File: config.mk
export PLATFORM = sky130hd
export DESIGN_NAME = gsb_ram
export DESIGN_NICKNAME = d
export VERILOG_FILES = /design/src/hdl/gsb_ram.sv
export SDC_FILE = /design/constraint.sdc
export NUM_CORES = 2
export LEC_CHECK = 0
export BUFFER_PORTS_ARGS = -buffer_cell sky130_fd_sc_hd__buf_2
export CAP_MARGIN = 20
export CORE_ASPECT_RATIO = 0.75
export CORE_MARGIN = 2
export CORE_UTILIZATION = 40
export CTS_BUF_LIST = sky130_fd_sc_hd__clkbuf_8
export DETAILED_ROUTE_END_ITERATION = 6
export PLACE_DENSITY = 0.53
export SYNTH_ARGS = -nofsm -noshare
export SYNTH_HDL_FRONTEND = slang
export SYNTH_SLANG_ARGS = --single-unit
File: constraint.sdc
create_clock -name clk -period 3.2 [get_ports clk]
set_input_delay 0.16 -clock clk [delete_from_list [all_inputs] [get_ports clk]]
set_output_delay 0.16 -clock clk [all_outputs]
set_load 0.005 [all_outputs]
File: src/hdl/gsb_ram.sv
// Generic single-write, single-read RAM with registered read data.
module gsb_ram #(
    parameter int DATA_W = 8,
    parameter int DEPTH  = 256
) (
    input  logic                     clk,
    input  logic                     we,
    input  logic [$clog2(DEPTH)-1:0] waddr,
    input  logic [DATA_W-1:0]        wdata,
    input  logic [$clog2(DEPTH)-1:0] raddr,
    output logic [DATA_W-1:0]        rdata
);

    logic [DATA_W-1:0] mem_reg [DEPTH];
    logic [DATA_W-1:0] rdata_reg;

    // Write port
    always_ff @(posedge clk)
    begin
        if (we)
        begin
            mem_reg[waddr] <= wdata;
        end
    end

    // Registered read port
    always_ff @(posedge clk)
    begin
        rdata_reg <= mem_reg[raddr];
    end

    assign rdata = rdata_reg;

endmodule

# Yosys cells after proc, flatten, opt, wreduce, memory -nomap -nowiden
# Memory sizes are Yosys's and may differ from the RTL's. A register that Yosys moved wholly into a read port is not among the register bits.
# Cells that the tools add are included.
[word_totals] ff_bits=0 ramBits=2048 in_bits=26 out_inout_bits=8 word_cells=3 memories=1
[memory_table] memory="mem_reg" depth=256 width=8 rd=1 rd_clocked_by_memory_dff=1 wr=1 line_no="14" rtl="logic [DATA_W-1:0] mem_reg [DEPTH];"
[op_classes] n_mux=2
[op_table] cell="1-bit two-way mux" count=2

# Longest topological paths before layout
[logic_depth] ltp_word=2 mapped_depth=11 depth_no_buf=6

# Worst setup path before layout
# Ideal clock, no wire load.
[synth_timing] kind="input-to-reg" start="in raddr[0]" end="reg rdata_reg[2], in the netlist rdata[2], read port of mem_reg" setup_ns=0.131 arrival_time_ns=1.967 required_time_ns=3.069 path_slack_ns=1.102 path_stages=9 path_buffers=4 path_cell_list="buf_6 -> buf_12 -> buf_8 -> buf_2 -> mux4_2 -> a22oi_1 -> a21oi_1 -> nor4_1 -> nor4_2"
[synth_lines] element="start: declaration" line_no="10" rtl="input logic [$clog2(DEPTH)-1:0] raddr,"
[synth_lines] element="end: declaration" line_no="15" rtl="logic [DATA_W-1:0] rdata_reg;"

==> results_dict.tcl <==
set metrics [dict create \
    syn_area_per_cell_um2 21.31 \
    cp_slowest_stage_delay_ns 0.49 \
    clock_path_buffers 4 \
    timing.rr.start "mem_reg[211][3]$_DFFE_PP_" \
    status "completed" \
    synth.most_common_cell "edfxtp_1" \
    async_flop_share_pct 0 \
    timing.slew.headroom_pct 28.85 \
    synth_flop_cell "edfxtp_1" \
    syn_inst 3733 \
    largest_reg_flops 2048 \
    start_util_pct 40.34 \
    drive_gt1_share_pct 30.05 \
    grt.overflow.total 0 \
    end_kind "flip-flop" \
    clk_latency_ns 0.98 \
    min_delay_path_depth 5 \
    skew_ns 0.07835 \
    ff2ff_path_depth 7 \
    nNetsFinal 4401 \
    drc_errors 0 \
    die_y_um 390.2 \
    cts.sinks 2056 \
    reg2reg_slack_ns 0.25 \
    ys_types 55 \
    synthTopCellsByArea "edfxtp_1 (77%), mux4_2 (13%), mux2i_1 (1.7%), nor2_1 (1.3%), a22oi_1 (1.3%)" \
    required_ns 3.99 \
    path_class "flip-flop to flip-flop" \
    synth.top_cells.by_count "edfxtp_1 (2048), mux4_2 (454), nor2_1 (282)" \
    synth_seq_cells 2056 \
    post_cts_buffers 0 \
    fin_setup_tns_ns 0 \
    io_buffers 33 \
    layout_min_cycle_time_ns 2.953 \
    rows 141 \
    grt_pass1_vias 41110 \
    post-dp-hpwl_mm 138.0 \
    avgViaCountPerCell 5.636 \
    syn-cell-area_um2 79560 \
    yosysSeqAreaShare_pct 77.50 \
    num_vias 40950 \
    core_um2 197200 \
    worstPathArrival_ns 3.74 \
    power_density_nw_per_um2 576.2 \
    min_from "waddr[1]" \
    wl_per_cell_um 30.07 \
    leakage_nw 29.58 \
    synth_top_area_cell "edfxtp_1" \
    die_area_um2 202500 \
    cp-start-kind "flip-flop" \
    wl_mm 218.5 \
    hold_class "input pin to flip-flop" \
    cts_buffers 328 \
    synth_top_area_share_pct 77.30 \
    ys_warn_count 0 \
    track_usage_pct 21.44 \
    ant_nets 0 \
    peakVddDrop_uv 352.9 \
    cts_tree "built" \
    synth_enable_flop_cells 2048 \
    finish.utilization_pct 46.62 \
    clk_pin_slew_ns 0.07 \
    cts_root_buf "clkbuf_8" \
    fp.dieW_um 519.0 \
    rsz0062_at_grt "false" \
    critical_path_peak_fanout 1 \
    grt_pass1_wl_mm 309.7 \
    syn_to_final_growth_pct 15.57 \
    hold_viol_final 0 \
    grt_max_degree 127 \
    rr_endpoint "rdata[3]$_DFF_P_" \
    htree_levels 5 \
    setup_viol 0 \
    cp_slowest_cell "nor3_1" \
    antenna_found_initial 17 \
    finalCritPeriodShare_pct 92.28 \
    ios 34 \
    syn_nets 3759 \
    hold_end "mem_reg[195][5]$_DFFE_PP_" \
    final_max_slew_viol_count 0 \
    tightest_slew_ns 1.067 \
    path_cells "mux4_2, a22o_1, a221oi_2, o32ai_1, nor3_1, buf_4, nor4_1" \
    drv_cap 0 \
    firstDrtPassIters 6 \
    fmax_mhz 338.7 \
    routabilityCongestion 0.8464 \
    drtIter0Drc 5189 \
]
power breakdown:
part	internal, mW	total, mW	switching (mW)
logic	1.09	3.00	1.91
registers	29.7	29.8	0.0587
clock network	10.0	20.2	10.2
area by class of cell:
type | instances | area [um2]
inverters | 2 | 7.507
multi-input cells | 1442 | 16540
clock inverters | 229 | 1023
repair buffers | 545 | 4732
diodes | 8 | 20.02
fillers | 16700 | 105300
flip-flops and latches | 2056 | 61660
clock buffers | 338 | 4652
well taps | 2645 | 3309
critical path: cells and delay by family (launching register included):
kind	cells	cell delay, ns
DFF	1	0.37
AOI/OAI and AO/OA	3	1.12
muxes	1	0.48
and+or+nand+nor	2	0.55
buffers and inverters	1	0.25
cells by family (layout without fill, tap and decap cells):
| family | Yosys count | count (layout) | synth area share (%) |
|---|---|---|---|
| simple gates | 466 | 466 | 2.628 |
| compound gates | 385 | 385 | 3.419 |
| flops | 2056 | 2056 | 77.50 |
| buf+inv | 235 | 1114 | 1.831 |
| other cells | 0 | 8 | 0 |
| mux | 591 | 591 | 14.62 |
repair_timing:
action                                  in CTS  in global routing
hold buffers                                16                  0
endpoints found under the hold margin     1150                  0
resized for setup                            1                  0
endpoints found under the setup margin       1                  0
worst max path at each step:
stage / from / to / slack (ns) / cells after the start
after floorplan: raddr[0] / rdata[2]$_DFF_P_ / 1.10 / 9
after detailed placement: raddr[0] / rdata[3]$_DFF_P_ / -0.72 / 10
after global placement: raddr[0] / rdata[6]$_DFF_P_ / -0.85 / 8
final: mem_reg[211][3]$_DFFE_PP_ / rdata[3]$_DFF_P_ / 0.25 / 7
after global routing: mem_reg[208][5]$_DFFE_PP_ / rdata[5]$_DFF_P_ / 0.23 / 7
after CTS: mem_reg[208][5]$_DFFE_PP_ / rdata[5]$_DFF_P_ / 0.28 / 7
cell usage in the layout, fill, tap and decap left out, types with 10 or more instances in the layout:
cell type      count
nor3_1            22
nor4_1            21
buf_12            46
clkinv_1          76
o21ai_0           10
nand3_1           28
buf_2             21
a221oi_1          12
nor2_1           279
a21oi_1           96
nand4_1           10
clkbuf_8         338
nor2b_1           28
dlygate4sd3_1     16
mux2i_1          134
a22oi_1          133
o221ai_1          46
a211oi_1          16
o211ai_1          10
buf_8             10
nand2_1           33
inv_1            120
mux4_2           454
buf_4            451
edfxtp_1        2048
o22ai_1           28
clkinv_2          19
routing by layer:
layer | vias up | GRT usage [%] | wire (um)
met4 | 6 | 4.737 | 4277
met1 | 21890 | 32.93 | 98750
met3 | 316 | 4.958 | 19530
met2 | 1721 | 31.11 | 95890
met5 | - | 0 | 38
li1 | 17020 | - | -
metrics by stage:
step           std cells  setup slack [ns]  area (um2)  hold slack [ns]  total power, mW
3_3_place_gp        6669           -0.8482       86030           0.5397            33.29
5_1_grt             7259            0.2299       91930          0.08621            54.81
3_5_place_dp        6674           -0.7193       86090           0.5458            33.32
4_1_cts             7257            0.2825       91930          0.02472            53.53
6_report            7265            0.2471       91950           0.1136            52.98
2_1_floorplan       3733             1.102       79560           0.2589            31.72
Note: power is estimated with default switching activity, not from simulation.
