--- config.mk ---
export PLATFORM = sky130hd
export DESIGN_NAME = gsb_chan
export DESIGN_NICKNAME = d
export VERILOG_FILES = /design/src/hdl/gsb_pkg.sv /design/src/hdl/gsb_chan.sv
export SDC_FILE = /design/constraint.sdc
export NUM_CORES = 1
export LEC_CHECK = 0
export ABC_AREA = 1
export BUFFER_PORTS_ARGS = -buffer_cell sky130_fd_sc_hd__clkbuf_2
export CAP_MARGIN = 25
export CORE_ASPECT_RATIO = 0.5
export CORE_UTILIZATION = 35
export CTS_CLUSTER_DIAMETER = 80
export CTS_CLUSTER_SIZE = 14
export DETAILED_ROUTE_END_ITERATION = 12
export PLACE_DENSITY = 0.58
export SYNTH_ARGS = -nofsm -noshare
export SYNTH_HDL_FRONTEND = slang
export SYNTH_SLANG_ARGS = --single-unit
--- constraint.sdc ---
create_clock -name clk -period 8.2 [get_ports clk]
set_input_delay 1.23 -clock clk [delete_from_list [all_inputs] [get_ports clk]]
set_output_delay 1.23 -clock clk [all_outputs]
set_load 0.005 [all_outputs]
--- src/hdl/gsb_pkg.sv ---
// Shared types and constants for the frame blending pixel pipeline.
package gsb_pkg;

    // Table geometry: one 8-bit entry per 8-bit component code
    localparam int TBL_WIDTH = 8;
    localparam int TBL_DEPTH = 256;

    // Item type codes
    localparam logic [1:0] MODE_PIXEL  = 2'd0;
    localparam logic [1:0] MODE_DEC_WR = 2'd1;
    localparam logic [1:0] MODE_ENC_WR = 2'd2;

    // Blend mode register codes
    localparam logic [2:0] BM_3C_ADAPT = 3'd0;
    localparam logic [2:0] BM_2C_ADAPT = 3'd1;
    localparam logic [2:0] BM_2C_FULL  = 3'd2;
    localparam logic [2:0] BM_3C_FULL  = 3'd3;
    localparam logic [2:0] BM_PASS     = 3'd4;

    // Configuration register indexes
    localparam logic CFG_BLEND_MODE  = 1'b0;
    localparam logic CFG_BLEND_RATIO = 1'b1;

    // Ratio is unsigned Q1.8, 256 is unity
    localparam logic [8:0] RATIO_ONE   = 9'd256;
    localparam logic [8:0] RATIO_RESET = 9'd128;

    // Which blend a pixel gets
    typedef enum logic [1:0] {
        KIND_NONE  = 2'd0,
        KIND_TWO   = 2'd1,
        KIND_THREE = 2'd2
    } blend_kind_t;

    // Per-stage control (reset) and payload (no reset)
    typedef struct packed {
        logic pix;
        logic enc_wr;
    } stage_ctrl_t;

    typedef struct packed {
        blend_kind_t kind;
        logic [31:0] pixel;
        logic [7:0]  idx;
        logic [7:0]  val;
    } stage_data_t;

endpackage

--- src/hdl/gsb_chan.sv ---
// One color component: three-frame average, then linear-light mix to an encode index.
module gsb_chan import gsb_pkg::*; (
    input  logic        clk,
    input  blend_kind_t kind,
    input  logic [7:0]  d0,
    input  logic [7:0]  d1,
    input  logic [7:0]  d2,
    input  logic [8:0]  ratio,
    output logic [7:0]  lin
);

    // sum / 3 as sum * 683 >> 11, exact for sums up to 767
    localparam logic [9:0] RECIP_3 = 10'd683;

    logic [9:0]  sum;
    logic [18:0] avg_prod;
    logic [7:0]  avg_reg;
    logic [7:0]  d0_reg;
    logic [7:0]  d1_reg;
    logic        three_reg;

    logic signed [8:0]  diff;
    logic signed [10:0] wgt;
    logic signed [19:0] prod;
    logic signed [19:0] base;
    logic signed [19:0] mix;

    // Stage one: average of the three decoded frames
    assign sum      = {2'b00, d0} + {2'b00, d1} + {2'b00, d2};
    assign avg_prod = 19'(sum * RECIP_3);

    always_ff @(posedge clk)
    begin
        avg_reg   <= avg_prod[18:11];
        d0_reg    <= d0;
        d1_reg    <= d1;
        three_reg <= (kind == KIND_THREE);
    end

    // Stage two: d0*256 + (other - d0) * weight; 3C uses twice the ratio
    always_comb
    begin
        if (three_reg)
        begin
            diff = signed'({1'b0, avg_reg}) - signed'({1'b0, d0_reg});
            wgt  = signed'({1'b0, ratio, 1'b0});
        end
        else
        begin
            diff = signed'({1'b0, d1_reg}) - signed'({1'b0, d0_reg});
            wgt  = signed'({2'b00, ratio});
        end
        prod = diff * wgt;
        base = signed'({4'b0000, d0_reg, 8'h00});
        mix  = base + prod;
    end

    // Negative clamps to zero, overflow clamps to 255
    always_comb
    begin
        if (mix[19])
        begin
            lin = 8'h00;
        end
        else if (mix[18:16] != 3'b000)
        begin
            lin = 8'hFF;
        end
        else
        begin
            lin = mix[15:8];
        end
    end

endmodule

Word level (Yosys, flattened, before mapping)
Index checks and enable logic that the tools add are counted.
- register bits after elaboration: 25
- input bits: 36
- output and inout port bits: 8
- logic and storage cells: 17
- $add $sub $neg: 5
- multipliers: 2
- equality and inequality tests: 1
- multiplexer cells: 4
- reductions and logical operators: 1
- operator list (kind ; count):
    $add A17 B20 Y20 ; 1
    $mul A9 B11 Y20 ; 1
    $mul A10 B10 Y19 const B ; 1
    $sub A8 B8 Y9 ; 2
    $mux W8 ; 2
    $add A9 B8 Y10 ; 1
    $mux W10 ; 1
    $add A8 B8 Y9 ; 1
    $mux W9 ; 1
    $reduce_bool A3 Y1 ; 1
    $eq A2 B2 Y1 const B ; 1

Depth between registers and ports, before layout
- word-level depth: 7
- depth in mapped cells: 36
- depth with buffers taken out: 34

Worst setup path before layout
No wires, ideal clock.
- path kind: flip-flop to output port
- start point: register three_reg
- end point: output port lin[0]
- arrival time: 6340 ps
- required time: 6970 ps
- path slack: 630 ps
- stages on the path, launching flop included: 35
- buffers on the path: 2
- path through: dfxtp_1 -> buf_6 -> inv_4 -> buf_6 -> or2_2 -> o21ai_0 -> inv_1 -> ha_1 -> nand3b_1 -> nand2_1 -> a21oi_1 -> o21bai_1 -> a21oi_1 -> o21ai_1 -> or2_2 -> nand2_2 -> nor2_1 -> fa_1 -> fa_1 -> fa_1 -> fa_1 -> inv_1 -> fa_1 -> inv_1 -> ha_1 -> a21oi_1 -> inv_1 -> a31oi_1 -> nor2_1 -> nor2_1 -> nand2_1 -> nand2_1 -> nand3_2 -> nor2_4 -> a21oi_1
- word-level cells in the longest chain between the ends: 6
- elaborated cells on any way between the ends: 7
- those cells by class: add/sub (1); mul (1); mux (4); reduce/logical (1)
- RTL lines (element ; RTL line ; text):
    start: declaration ; gsb_chan.sv:20 ; logic three_reg;
    start signal: assignment ; gsb_chan.sv:37 ; three_reg <= (kind == KIND_THREE);
    $mux W9 or $mux W10 (tied branches) ; gsb_chan.sv:43 ; if (three_reg)
    $mul A9 B11 Y20 * ; gsb_chan.sv:53 ; prod = diff * wgt;
    $add A17 B20 Y20 * ; gsb_chan.sv:55 ; mix = base + prod;
    $reduce_bool A3 Y1 ; gsb_chan.sv:65 ; else if (mix[18:16] != 3'b000)
    $mux W8 ; gsb_chan.sv:65 ;
    $mux W8 * ; gsb_chan.sv:61 ; if (mix[19])
    end: declaration ; gsb_chan.sv:9 ; output logic [7:0] lin
Every way passes the cells marked *; elsewhere a longest branch is shown, timed or not.

Worst setup path after layout
Ends and elaborated chain as after synthesis.

==> qor.tcl <==
set qor(cts.reportedPaths.clkPinSlew_ps) 60
set qor(finalHoldViolations) 0
set qor(maxSlewViolCount) 0
set qor(run_status) {finished clean}
set qor(gp_congestion) 0.8911
set qor(path_delay_family) {adder cells}
set qor(chipWidth_um) 194.4
set qor(critical_path.slowest_cell) {fa_1}
set qor(synth_area_per_cell_um2) 8.134
set qor(area_growth_syn_to_layout_pct) 13.22
set qor(dpl_cell_area_um2) 7058
set qor(post_synth_num_cell_types) 36
set qor(crit_path_frequent_cell) {nand2_1}
set qor(max_freq_ghz) 0.1270
set qor(std_cell_rows) 34
set qor(worst-path-buf-inv) 5
set qor(wl_met2_um) 6529
set qor(track_usage_pct) 15.60
set qor(synth_sequential_area_ratio_pct) 7.729
set qor(floorplan.die_area_um2) 19080
set qor(antenna_violating_nets_post_route) 0
set qor(post-dp-hpwl_um) 13200
set qor(route.detailed.vias_per_inst) 4.631
set qor(detail_route.first_pass.iterations) 5
set qor(syn_nets) 1050
set qor(worst-slew-pin-transition_ps) 707.0
set qor(top_signal_layer_used) {met4}
set qor(cts_tree) {built}
set qor(chipHeight_um) 98.18
set qor(coreArea_um2) 17740
set qor(post_synth_inst_count) 796
set qor(top_level_ports) 44
set qor(wire_length_of_the_first_global_routing_pass_um) 24270
set qor(critical_path_arrival_ps) 6640
set qor(root_buffer) {clkbuf_16}
set qor(numClockSinks) 25
set qor(first_global_vias) 5117
set qor(drc) 0
set qor(synth.yosys.warnings) 0
set qor(holdCritPathClass) {in2reg}
set qor(initial_utilization_pct) 36.50
set qor(finish.net_count) 1109
set qor(place.port_buffers) 43
set qor(number_of_antenna_violations_at_the_first_check_in_global_routing) 0
set qor(drive_gt1_share_pct) 12.76
set qor(numCtsBuffers) 3
set qor(diodes) 0
set qor(finish.instance_area_um2) 7331
set qor(wl_um) 14370
set qor(timing.critical_path.slowest_cell_delay_ps) 540
set qor(timing.critical_path.fanout_max) 8
set qor(worstSetupEndpointType) {output port}
set qor(post_route_non_filler_standard_cell_count) 1088
set qor(place_inst) 1083
set qor(max_slew_margin_pct) 52.70
set qor(cts.htree.levels) 1
set qor(crit_type) {reg2out}
set qor(data_required_time_at_the_worst_endpoint_ps) 6970
set qor(fin_crit_sh_pct) 96.02
set qor(kind_of_start_point_of_the_critical_path) {register}
set qor(finalCriticalPeriod_ps) 7874
set qor(route.detailed.wl_per_inst_um) 13.21
set qor(largest_net_degree_at_the_start_of_global_routing) 18
set qor(syn-cell-area_um2) 6475
set qor(routed-wl-met3_um) 304
set qor(synth_seq_cells) 25
set qor(clock_path_buffers) 2
set qor(grt_remaining_overflow) 0
set qor(total_routed_wire_length_on_the_met1_layer_um) 7389
set qor(drtIter0Drc) 111
set qor(routed-via-count) 5039
set qor(setup_viol) 0
set qor(timing.max_cap.violations) 0
layout by cell type, fill, tap and decap left out, types with 2 or more instances in the layout:
cell,Yosys,layout
a21oi_4,0,2
o21ai_1,6,6
o21ai_0,19,16
clkbuf_16,0,3
nor2_1,63,63
ha_1,123,117
fa_1,95,94
ha_4,0,6
nand4_1,5,5
xnor2_1,12,12
nor2_4,2,2
nand2_4,2,3
a21o_1,5,5
a21oi_2,1,6
a21oi_1,44,37
a211oi_1,2,2
nand3b_1,2,2
or2_2,3,2
inv_2,1,3
nand2_1,142,137
nand2_2,7,11
buf_4,0,13
clkbuf_2,0,43
inv_1,176,174
buf_6,2,2
nand3_1,19,19
nor3_1,2,2
dfxtp_1,25,24
xor2_1,19,19
o21bai_1,6,5
o21ai_2,0,3
final cells by class:
| class | count | area [um^2] |
|---|---|---|
| clock buffers | 4 | 78.83 |
| fillers | 1816 | 10410 |
| inverters | 179 | 674.4 |
| multi-input cells | 588 | 5445 |
| flip-flops and latches | 25 | 504.2 |
| well taps | 234 | 292.8 |
| repair buffers | 58 | 335.3 |
synthesized netlist by cell type (all sizes together):
cell type	number	area share [%]
inv	178	10
nand2	151	9.3
ha	123	24
fa	95	29
nor2	66	4.1
a21oi	45	3.5
dfxtp	25	7.7
o21ai	25	1.9
nand3	20	1.6
xor2	20	2.8
xnor2	12	1.6
o21bai	6	0.70
a21o	5	0.58
nand4	5	0.48
or2	3	0.29
a211oi	2	0.23
a31oi	2	0.19
buf	2	0.35
clkbuf	2	0.12
nand3b	2	0.23
nor3	2	0.15
a21boi	1	0.12
a221oi	1	0.14
clkinv	1	0.058
mux2i	1	0.15
nor4	1	0.097
per-stage QoR:
step	util, %	hold WS, ps	setup TNS, ps	setup slack (ps)
floorplan	-	1258	0	630.3
global placement	39.79	1359	0	395.3
detailed placement	39.79	1358	0	238.1
CTS	40.26	1104	0	24.65
global route	41.32	1108	-119.1	-28.26
finish	41.32	1103	0	326.2
path summary, 6_finish.rpt:
path / start / endpoint / slack [ps] / depth (start not counted)
worst max-delay path: three_reg$_DFF_P_ / lin[0] / 330 / 32
worst min-delay path: d1[7] / d1_reg[7]$_DFF_P_ / 1100 / 1
per-layer routing:
metal / track usage [%] / up-vias
li1: - / 2586
met1: 22.61 / 2365
met2: 26.20 / 74
met3: 0.7599 / 14
met4: 2.503 / 0
met5: 0 / -
logic make-up (layout without fill, tap and decap cells):
| group | Yosys count | count (layout) | share of synthesized area [%] |
|---|---|---|---|
| AO/OA/AOI/OAI | 87 | 87 | 7.420 |
| XOR/XNOR | 32 | 32 | 4.445 |
| adder cells (fa/ha/maj) | 218 | 218 | 53.14 |
| buffers and inverters | 183 | 241 | 10.88 |
| flip-flops | 25 | 25 | 7.729 |
| multiplexers | 1 | 1 | 0.1546 |
| AND/OR/NAND/NOR | 250 | 250 | 16.23 |
what timing repair did:
item / in CTS / in global routing
gates resized for setup: 2 / 42
hold buffers: 0 / 0
setup buffers: 0 / 1
pin swaps: 0 / 15
endpoints found under the setup margin: 8 / 8
Power is not shown: default switching activity piles up to over one toggle a cycle in this logic, so the estimate is an artifact.
